[src/design/scpf_pkg.sv]
// ---------------------------------------------------------------------------
// Servo command packet framer package
// Opcodes, item and packet types and framing constants.
// ---------------------------------------------------------------------------
package scpf_pkg;

  // Command kinds carried on the input tuser
  typedef enum logic [1:0] {
    OP_OPERATION     = 2'd0,
    OP_SET           = 2'd1,
    OP_SYNC_HEADER   = 2'd2,
    OP_SYNC_POSITION = 2'd3
  } opcode_e;

  localparam int unsigned PKT_BYTES = 6;
  localparam int unsigned LEN_W     = 3;

  localparam logic [7:0] FRAME_HEADER  = 8'hFF;
  localparam logic [4:0] MODE_LOW_BITS = 5'h1F;
  localparam logic [4:0] MAX_LAST_ID   = 5'd30;

  // One input item
  typedef struct packed {
    opcode_e    opcode;
    logic [7:0] data_a;
    logic [7:0] data_b;
    logic [7:0] data_c;
    logic [7:0] data_d;
    logic [4:0] last_servo;
    logic [2:0] speed;
    logic [7:0] position;
  } item_t;

  // Bytes caused by one item; byte 0 goes out first
  typedef struct packed {
    logic [PKT_BYTES-1:0][7:0] bytes;
    logic [LEN_W-1:0]          len;
    logic                      has_check;
  } packet_t;

endpackage

[src/design/servo_command_packet_framer_unit.sv]
// ---------------------------------------------------------------------------
// Servo command packet framer
// Frames servo bus commands into transmit bytes with header and checksum.
// ---------------------------------------------------------------------------
// Usage:
//   Slave stream takes one command per transfer: opcode on tuser, the data
//   fields packed in tdata. Master stream gives one transmit byte per
//   transfer: tlast marks the last byte caused by a command, tuser marks a
//   frame checksum byte.
//   An operation command gives 4 bytes, a set command 6, a sync header 3,
//   a sync position 1 (2 when it closes the frame, 0 when no frame is open).
//   First byte of a command is valid once it is loaded into the serializer.
//   Throughput: one byte per cycle while the receiver is ready and commands
//   are waiting. The next command waits in the input register while the
//   current packet drains, and a dropped position sends no byte.
//   Reset clears both registers and closes any sync frame.
//   When the receiver stalls, the current byte holds and the input register
//   fills, then the slave tready drops.
// ---------------------------------------------------------------------------
module servo_command_packet_framer_unit (
  input  logic        clk_i,
  input  logic        rst_ni,
  // tdata: data_a[7:0], data_b[15:8], data_c[23:16], data_d[31:24],
  //        last_servo[36:32], speed[39:37], position[47:40]
  input  logic        s_axis_tvalid,
  output logic        s_axis_tready,
  input  logic [47:0] s_axis_tdata,
  input  logic [1:0]  s_axis_tuser,   // opcode[1:0]
  output logic        m_axis_tvalid,
  input  logic        m_axis_tready,
  output logic [7:0]  m_axis_tdata,   // tx_byte[7:0]
  output logic        m_axis_tlast,   // last_of_run
  output logic        m_axis_tuser    // end_of_packet
);

  scpf_pkg::item_t   item;
  scpf_pkg::packet_t packet;
  logic              item_valid;
  logic              ser_free;
  logic              move;

  // Move an item to the serializer once its packet slot frees
  assign move = item_valid && ser_free;

  scpf_item_reg u_item_reg (
    .clk_i         (clk_i),
    .rst_ni        (rst_ni),
    .s_axis_tvalid (s_axis_tvalid),
    .s_axis_tready (s_axis_tready),
    .s_axis_tdata  (s_axis_tdata),
    .s_axis_tuser  (s_axis_tuser),
    .take_i        (move),
    .valid_o       (item_valid),
    .item_o        (item)
  );

  scpf_frame_builder u_frame_builder (
    .clk_i    (clk_i),
    .rst_ni   (rst_ni),
    .fire_i   (move),
    .item_i   (item),
    .packet_o (packet)
  );

  scpf_byte_serializer u_byte_serializer (
    .clk_i         (clk_i),
    .rst_ni        (rst_ni),
    .load_i        (move),
    .packet_i      (packet),
    .free_o        (ser_free),
    .m_axis_tvalid (m_axis_tvalid),
    .m_axis_tready (m_axis_tready),
    .m_axis_tdata  (m_axis_tdata),
    .m_axis_tlast  (m_axis_tlast),
    .m_axis_tuser  (m_axis_tuser)
  );

endmodule

[src/design/scpf_item_reg.sv]
// ---------------------------------------------------------------------------
// Servo command packet framer input register
// Captures one input transfer and holds it until the builder takes it.
// ---------------------------------------------------------------------------
module scpf_item_reg (
  input  logic           clk_i,
  input  logic           rst_ni,
  input  logic           s_axis_tvalid,
  output logic           s_axis_tready,
  input  logic [47:0]    s_axis_tdata,
  input  logic [1:0]     s_axis_tuser,
  input  logic           take_i,
  output logic           valid_o,
  output scpf_pkg::item_t item_o
);

  logic            valid_q, valid_d;
  scpf_pkg::item_t item_q;
  logic            accept;

  assign s_axis_tready = !valid_q || take_i;
  assign accept        = s_axis_tvalid && s_axis_tready;

  // Hold the item until it moves on, refill on the same cycle if offered
  always_comb begin
    valid_d = valid_q;
    if (take_i) begin
      valid_d = 1'b0;
    end
    if (accept) begin
      valid_d = 1'b1;
    end
  end

  always_ff @(posedge clk_i or negedge rst_ni) begin
    if (!rst_ni) begin
      valid_q <= 1'b0;
    end else begin
      valid_q <= valid_d;
    end
  end

  // Unpack the payload
  always_ff @(posedge clk_i) begin
    if (accept) begin
      item_q.opcode     <= scpf_pkg::opcode_e'(s_axis_tuser);
      item_q.data_a     <= s_axis_tdata[7:0];
      item_q.data_b     <= s_axis_tdata[15:8];
      item_q.data_c     <= s_axis_tdata[23:16];
      item_q.data_d     <= s_axis_tdata[31:24];
      item_q.last_servo <= s_axis_tdata[36:32];
      item_q.speed      <= s_axis_tdata[39:37];
      item_q.position   <= s_axis_tdata[47:40];
    end
  end

  assign valid_o = valid_q;
  assign item_o  = item_q;

endmodule

[src/design/scpf_frame_builder.sv]
// ---------------------------------------------------------------------------
// Servo command packet framer frame builder
// Forms the bytes of one item and tracks the open sync frame.
// ---------------------------------------------------------------------------
module scpf_frame_builder (
  input  logic              clk_i,
  input  logic              rst_ni,
  input  logic              fire_i,
  input  scpf_pkg::item_t   item_i,
  output scpf_pkg::packet_t packet_o
);

  logic [6:0] xor_q, xor_d;
  logic [4:0] left_q, left_d;
  logic [4:0] last_id;
  logic [4:0] count;
  logic [6:0] xor_next;

  // Clamp the last id so the count fits five bits
  assign last_id  = (item_i.last_servo > scpf_pkg::MAX_LAST_ID) ?
                    scpf_pkg::MAX_LAST_ID : item_i.last_servo;
  assign count    = last_id + 5'd1;
  assign xor_next = xor_q ^ item_i.position[6:0];

  // Build the packet and the next sync state
  always_comb begin
    packet_o = '0;
    xor_d    = xor_q;
    left_d   = left_q;
    case (item_i.opcode)
      scpf_pkg::OP_OPERATION: begin
        packet_o.bytes[0]  = scpf_pkg::FRAME_HEADER;
        packet_o.bytes[1]  = item_i.data_a;
        packet_o.bytes[2]  = item_i.data_b;
        packet_o.bytes[3]  = {1'b0, item_i.data_a[6:0] ^ item_i.data_b[6:0]};
        packet_o.len       = 3'd4;
        packet_o.has_check = 1'b1;
        xor_d              = '0;
        left_d             = '0;
      end
      scpf_pkg::OP_SET: begin
        packet_o.bytes[0]  = scpf_pkg::FRAME_HEADER;
        packet_o.bytes[1]  = item_i.data_a;
        packet_o.bytes[2]  = item_i.data_b;
        packet_o.bytes[3]  = item_i.data_c;
        packet_o.bytes[4]  = item_i.data_d;
        packet_o.bytes[5]  = {1'b0, item_i.data_a[6:0] ^ item_i.data_b[6:0] ^
                                    item_i.data_c[6:0] ^ item_i.data_d[6:0]};
        packet_o.len       = 3'd6;
        packet_o.has_check = 1'b1;
        xor_d              = '0;
        left_d             = '0;
      end
      scpf_pkg::OP_SYNC_HEADER: begin
        packet_o.bytes[0] = scpf_pkg::FRAME_HEADER;
        packet_o.bytes[1] = {item_i.speed, scpf_pkg::MODE_LOW_BITS};
        packet_o.bytes[2] = {3'b000, count};
        packet_o.len      = 3'd3;
        xor_d             = '0;
        left_d            = count;
      end
      scpf_pkg::OP_SYNC_POSITION: begin
        // Drop positions outside an open frame
        if (left_q != 5'd0) begin
          packet_o.bytes[0] = item_i.position;
          left_d            = left_q - 5'd1;
          if (left_q == 5'd1) begin
            packet_o.bytes[1]  = {1'b0, xor_next};
            packet_o.len       = 3'd2;
            packet_o.has_check = 1'b1;
            xor_d              = '0;
          end else begin
            packet_o.len = 3'd1;
            xor_d        = xor_next;
          end
        end
      end
      default: begin
        packet_o = '0;
      end
    endcase
  end

  // Advance the sync state only when the item is taken
  always_ff @(posedge clk_i or negedge rst_ni) begin
    if (!rst_ni) begin
      xor_q  <= '0;
      left_q <= '0;
    end else if (fire_i) begin
      xor_q  <= xor_d;
      left_q <= left_d;
    end
  end

endmodule

[src/design/scpf_byte_serializer.sv]
// ---------------------------------------------------------------------------
// Servo command packet framer byte serializer
// Holds one built packet and sends its bytes one transfer at a time.
// ---------------------------------------------------------------------------
module scpf_byte_serializer (
  input  logic              clk_i,
  input  logic              rst_ni,
  input  logic              load_i,
  input  scpf_pkg::packet_t packet_i,
  output logic              free_o,
  output logic              m_axis_tvalid,
  input  logic              m_axis_tready,
  output logic [7:0]        m_axis_tdata,
  output logic              m_axis_tlast,
  output logic              m_axis_tuser
);

  logic [scpf_pkg::PKT_BYTES-1:0][7:0] bytes_q;
  logic [scpf_pkg::LEN_W-1:0]          rem_q, rem_d;
  logic                                chk_q;
  logic                                xfer;
  logic                                last_byte;

  assign last_byte = (rem_q == scpf_pkg::LEN_W'(1));
  assign xfer      = m_axis_tvalid && m_axis_tready;
  assign free_o    = (rem_q == '0) || (xfer && last_byte);

  // Count down the bytes still owed, reload on a new packet
  always_comb begin
    rem_d = rem_q;
    if (xfer) begin
      rem_d = rem_q - scpf_pkg::LEN_W'(1);
    end
    if (load_i) begin
      rem_d = packet_i.len;
    end
  end

  always_ff @(posedge clk_i or negedge rst_ni) begin
    if (!rst_ni) begin
      rem_q <= '0;
    end else begin
      rem_q <= rem_d;
    end
  end

  // Shift the next byte into the head position
  always_ff @(posedge clk_i) begin
    if (load_i) begin
      bytes_q <= packet_i.bytes;
      chk_q   <= packet_i.has_check;
    end else if (xfer) begin
      bytes_q <= {8'h00, bytes_q[scpf_pkg::PKT_BYTES-1:1]};
    end
  end

  assign m_axis_tvalid = (rem_q != '0);
  assign m_axis_tdata  = bytes_q[0];
  assign m_axis_tlast  = last_byte;
  assign m_axis_tuser  = last_byte && chk_q;

endmodule

[config.mk]
export PLATFORM = sky130hd
export DESIGN_NAME = servo_command_packet_framer_unit
export DESIGN_NICKNAME = d
export VERILOG_FILES = /design/src/design/scpf_pkg.sv /design/src/design/servo_command_packet_framer_unit.sv /design/src/design/scpf_item_reg.sv /design/src/design/scpf_frame_builder.sv /design/src/design/scpf_byte_serializer.sv
export SDC_FILE = /design/constraint.sdc
export NUM_CORES = 1
export LEC_CHECK = 0
export ABC_AREA = 1
export BUFFER_PORTS_ARGS = -buffer_cell sky130_fd_sc_hd__buf_2
export CORE_MARGIN = 5
export CORE_UTILIZATION = 58
export CTS_CLUSTER_SIZE = 28
export DETAILED_ROUTE_END_ITERATION = 7
export GPL_TIMING_DRIVEN = 0
export PLACE_DENSITY_LB_ADDON = 0.08
export SLEW_MARGIN = 20
export SYNTH_ARGS = -nofsm -noshare
export SYNTH_HDL_FRONTEND = slang
export SYNTH_SLANG_ARGS = --single-unit
[constraint.sdc]
create_clock -name clk_i -period 2.6 [get_ports clk_i]
set_input_delay 0.26 -clock clk_i [delete_from_list [all_inputs] [get_ports clk_i]]
set_output_delay 0.26 -clock clk_i [all_outputs]
set_load 0.03 [all_outputs]
# Yosys cells after proc, flatten, opt, wreduce, memory -nomap -nowiden
# Index checks and enable logic that the tools add are counted.
# Widths: inputs -> output; s select.
# op_classes
n_addsub	3
multipliers	0
div_mod_pow	0
magnitude_cmp	1
n_eq_ne	6
shift	0
mux	21
bitwise_logic	4
reduce_logical	17
# ops
cell	count
$mux 48	2
$pmux 19 s4	1
$pmux 8 s2	2
$xor 7x7->7	4
$mux 7	3
$mux 20	1
$mux 15	1
$pmux 5 s3	1
$pmux 7 s2	1
$mux 5	2
$mux 3	2
$add 5x1->5 const B	1
$eq 5x1->1 const B	1
$gt 5x5->1 const B	1
$logic_and 1x1->1	5
$reduce_bool 5->1	1
$sub 5x1->5 const B	1
$eq 2x2->1 const B	2
$reduce_bool 2->1	2
$eq 3x1->1 const B	1
$logic_not 3->1	1
$mux 1	3
$reduce_bool 3->1	1
$reduce_or 3->1	1
other kinds (10)	11
# word_totals
ff_bits	115
latchBits	0
ramBits	0
romBits	0
out_inout_bits	12
n_memories	0

# Depth between registers and ports, before layout
# logic_depth
depth_word	8
ltp_mapped	11
depth_no_buf	11

# Hierarchy
# A second synthesis with hierarchy kept.
# hier_totals
cells_unflattened	553
hier_area_um2	5422.7
# modules_own_cells
mod	instances	cells_each	area_per_inst_um2
scpf_byte_serializer	1	239	2364.8
scpf_item_reg	1	56	1546.5
scpf_frame_builder	1	256	1503.9
servo_command_packet_framer_unit	1	2	7.5

# Least setup slack after synthesis
# Ideal clock, no wire load.
# synth_timing
kind	register to register
startpoint	reg u_byte_serializer.rem_q[0] (netlist bit)
endpoint	reg u_item_reg.item_q, in the netlist u_item_reg.item_o[0] (enable)
setup_ps	404
t_arrival_ps	2193
required_ps	2196
path_slack_ps	2
stages_incl_launch_ff	7
path_buffers	0
cell_sequence	dfrtp_1 -> inv_1 -> ha_1 -> nand2_4 -> nand3_1 -> nand2_1 -> inv_1
# synth_between
elab_chain_len	7
elab_cells_between_ends	9
# synth_rtl
element	line	source
start, declared	scpf_byte_serializer.sv:19	logic [scpf_pkg::LEN_W-1:0] rem_q, rem_d;
start signal, assigned	scpf_byte_serializer.sv:43	rem_q <= rem_d;
$reduce_bool 3->1	scpf_byte_serializer.sv:57	assign m_axis_tvalid = (rem_q != '0);
via m_axis_tvalid	servo_command_packet_framer_unit.sv:29	output logic m_axis_tvalid,
$logic_and 1x1->1	scpf_byte_serializer.sv:25	assign xfer = m_axis_tvalid && m_axis_tready;
$logic_and 1x1->1	scpf_byte_serializer.sv:26	assign free_o = (rem_q == '0) || (xfer && last_byte);
$logic_or 1x1->1	scpf_byte_serializer.sv:26	
$logic_and 1x1->1	servo_command_packet_framer_unit.sv:43	assign move = item_valid && ser_free;
$logic_or 1x1->1	scpf_item_reg.sv:21	assign s_axis_tready = !valid_q || take_i;
via s_axis_tready	servo_command_packet_framer_unit.sv:26	output logic s_axis_tready,
$logic_and 1x1->1	scpf_item_reg.sv:22	assign accept = s_axis_tvalid && s_axis_tready;
via u_item_reg.accept	scpf_item_reg.sv:19	logic accept;
end, declared	scpf_item_reg.sv:18	scpf_pkg::item_t item_q;
# The timed path passes the listed nets, and every way through them passes these cells.
# A chain may end at the register's enable or synchronous reset.

# Worst setup path after layout
# layout_timing
startpoint	reg u_byte_serializer.rem_q[0] (netlist bit)
endpoint	reg u_byte_serializer.bytes_q[11] (netlist bit) (enable)
# layout_between
elab_chain_len	6
elab_cells_between_ends	8
# layout_rtl
element	line	source
$reduce_bool 3->1	scpf_byte_serializer.sv:57	
$logic_and 1x1->1	scpf_byte_serializer.sv:25	
$logic_and 1x1->1	scpf_byte_serializer.sv:26	
$logic_or 1x1->1	scpf_byte_serializer.sv:26	
$logic_and 1x1->1	servo_command_packet_framer_unit.sv:43	
$reduce_bool 2->1 (no source line) *	n/a	
end signal, assigned	scpf_byte_serializer.sv:50	bytes_q <= packet_i.bytes;
end signal, assigned	scpf_byte_serializer.sv:53	bytes_q <= {8'h00, bytes_q[scpf_pkg::PKT_BYTES-1:1]};
end, declared	scpf_byte_serializer.sv:18	logic [scpf_pkg::PKT_BYTES-1:0][7:0] bytes_q;
# Mark *: on every way between the ends. The rest lies on a longest branch, timed or not.

==> flow_metrics.py <==
metrics = {
    "timing": {
        "fin_hold_ws_ns": 0.0297,
        "post-route-min-period_ns": 2.21,
        "relSlewSlack_pct": 30.1,
        "period_share_pct": 84.8,
        "fin_skew_ns": 0.00866,
        "tightestPinTransition_ns": 1.05,
        "finalMaxSlewViolations": 0,
        "rsz0062_at_grt": "no",
        "setup_viol": 0,
        "hold_viol": 0,
        "fmax_ghz": 0.453,
        "setup_slack_ns": 0.394,
    },
    "logic_synthesis": {
        "synthTopCellsByCount": "nand2_1 (144), edfxtp_1 (98), nor2_1 (39)",
        "synth.distinct_cells": 28,
        "synthTopCellsByArea": "edfxtp_1 (55%), nand2_1 (10%), dfrtp_1 (7.5%)",
        "ys_seq_area_share_pct": 63.0,
        "synth_edf_count": 98,
        "synth_top_family_by_area": "simple AND/OR/NAND/NOR gates",
        "netlist_instances": 485,
        "netlist_area_um2": 5300,
        "async_reset_ff_share_pct": 14.0,
        "yosys.area_share.simple_pct": 19.1,
        "synth_top_area_share_pct": 55.5,
        "yosysMostFrequentCell": "nand2_1",
        "synth_compound_area_share_pct": 6.18,
        "synth_mux_area_share_pct": 0,
        "avgSynthCellArea_um2": 10.9,
        "yosys_warnings": 0,
        "ys_ff_latch": 114,
        "synth_fa_ha_area_share_pct": 1.65,
        "synth-xor-area-share_pct": 4.29,
        "yosys_most_used_dff": "edfxtp_1",
        "synth_largest_area_cell": "edfxtp_1",
        "synth_fp_nets": 546,
    },
    "die": {
        "io_pins": 66,
        "start_util_pct": 60.2,
        "die_w_um": 106,
        "core_region_area_um2": 8810,
        "die-area_um2": 11200,
        "rows": 34,
        "die_h_um": 106,
    },
    "critical_path": {
        "reg2regPathDepth": 6,
        "crit_chain": "inv_1 > ha_1 > nand2_4 > nand2_1 > o21ai_1 > inv_2",
        "critPathKind": "reg -> reg",
        "crit_required_ns": 2.73,
        "crit_path_max_incr_delay_ns": 0.78,
        "crit_cells": 6,
        "cpMaxStageDelayCell": "inv_2",
        "worstPathMaxFanout": 48,
        "cp.arrival_ns": 2.34,
        "worstSetupEndpointType": "flop",
        "cp_num_buf_inv": 2,
        "critPathLaunchType": "flop",
        "critPathTopFamily": "buffers and inverters",
    },
    "hold_path": {
        "min_path_type": "in -> reg",
        "holdPathStages": 4,
    },
    "global_routing": {
        "antenna_found_initial": 0,
        "grt_pass1_wl_um": 19500,
        "track_usage_pct": 22.7,
        "grt_remaining_overflow": 0,
        "grt_pass1_vias": 3997,
        "grt_max_degree": 49,
    },
    "cts": {
        "cts_max_level": 4,
        "path_clk_slew_ns": 0.06,
        "cts_sinks": 114,
        "cts_buffers": 17,
        "cts_tree": "done",
        "cts_setup_buffers": 0,
        "ctsResizeCount": 0,
        "clockBufferDepth": 2,
        "cts_hold_buf": 52,
        "clock_latency_ns": 0.52,
        "cts_root_buffer": "clkbuf_8",
    },
    "place": {
        "pre_cts_slack_ns": 0.399,
        "hpwl_um": 7360,
        "gp_congestion": 0.838,
        "io_buffers": 65,
    },
    "layout": {
        "diodes": 0,
        "layout-drive-gt1-share_pct": 24.3,
        "area_growth_pct": 30.1,
        "fin_util_pct": 78.4,
        "final_nets": 683,
    },
    "flow_run": {
        "drv_cap": 0,
    },
    "route": {
        "wirelength_um": 11900,
        "drc": 0,
        "firstDrtPassIters": 5,
        "ant_nets": 0,
        "vias": 3838,
        "viasPerCell": 5.17,
        "drtIter0Drc": 215,
        "wire_per_inst_um": 16.0,
    },
    "run_status": {
        "run_status": "completed",
    },
    "power_and_ir_drop": {
        "p_per_area_nw_per_um2": 1230,
        "p_leak_nw": 2.98,
        "ir_worst_vdd_mv": 0.656,
    },
}
power by group:
part,switching [mW],internal [mW]
clock,0.867,1.47
sequential,0.291,2.94
combinational,1.86,1.03
worst min-delay path: stages:
cell and delay (ns):
buf_2 0.10, inv_1 0.05, nand2_1 0.05, nand2_1 0.05
per-layer routing:
| layer | track usage [%] | wire [um] |
|---|---|---|
| met1 | 26.7 | 4870 |
| met2 | 40.3 | 6230 |
| met3 | 6.30 | 677 |
| met4 | 7.12 | 142 |
| met5 | 0 | 0 |
metrics by stage:
step	total power [mW]	setup TNS [ns]	cells	area [um^2]
floorplan	5.34	0	485	5300
global placement	5.93	-4.48	658	5760
detailed placement	6.05	0	659	5780
CTS	8.48	0	743	6900
global route	8.93	0	743	6900
finish	8.46	0	743	6900
flip-flops by register name (all words and copies together) (netlist names):
signal and count:
u_byte_serializer.bytes_q 39, u_byte_serializer.chk_q 1, u_byte_serializer.m_axis_tdata 8, u_byte_serializer.rem_q 3, u_frame_builder.left_q 5, u_frame_builder.xor_q 7
u_item_reg.item_o 50, u_item_reg.valid_o 1
cell usage in the layout, fill, tap and decap left out, drive strengths merged:
cell type | Yosys | final
o211ai | 4 | 4
clkinvlp | 0 | 1
ha | 7 | 7
nand3 | 28 | 28
a21oi | 10 | 10
nand4 | 10 | 10
bufinv | 0 | 3
buf | 21 | 87
clkbuf | 2 | 19
dlygate4sd3 | 0 | 52
o21ai | 36 | 36
edfxtp | 98 | 98
xnor2 | 21 | 21
dfrtp | 16 | 16
nand2 | 152 | 152
clkinv | 0 | 7
xor2 | 5 | 5
nor2 | 43 | 43
inv | 32 | 36
final timing paths:
| check | start | endpoint | slack (ns) |
|---|---|---|---|
| setup / recovery | u_byte_serializer.rem_q[0] | u_byte_serializer.bytes_q[11] | 0.39 |
| hold / removal | m_axis_tready | u_byte_serializer.rem_q[2] | 0.03 |
| setup reg to reg | u_byte_serializer.rem_q[0] | u_byte_serializer.bytes_q[11] | 0.39 |
| hold reg to reg | u_byte_serializer.rem_q[1] | u_byte_serializer.rem_q[1] | 0.50 |
| max in group asynchronous | rst_ni | u_frame_builder.xor_q[4] | 2.10 |
| min in group asynchronous | rst_ni | u_item_reg.valid_o | 0.21 |
logic make-up after synthesis:
logic type               count (synthesis)
AND/OR/NAND/NOR                        233
AO/OA/AOI/OAI                           50
adder cells (fa/ha/maj)                  7
XOR/XNOR                                26
flip-flops                             114
buffers and inverters                   55
layout make-up:
class | count | area [um^2]
Sequential cell | 114 | 3340
Fill cell | 576 | 1910
Timing Repair Buffer | 118 | 866
Inverter | 32 | 128
Multi-Input combinational cell | 316 | 1660
Clock buffer | 17 | 414
Buffer | 23 | 175
Tap cell | 108 | 135
Clock inverter | 15 | 181
No activity file was read; power rests on OpenSTA's default activity.
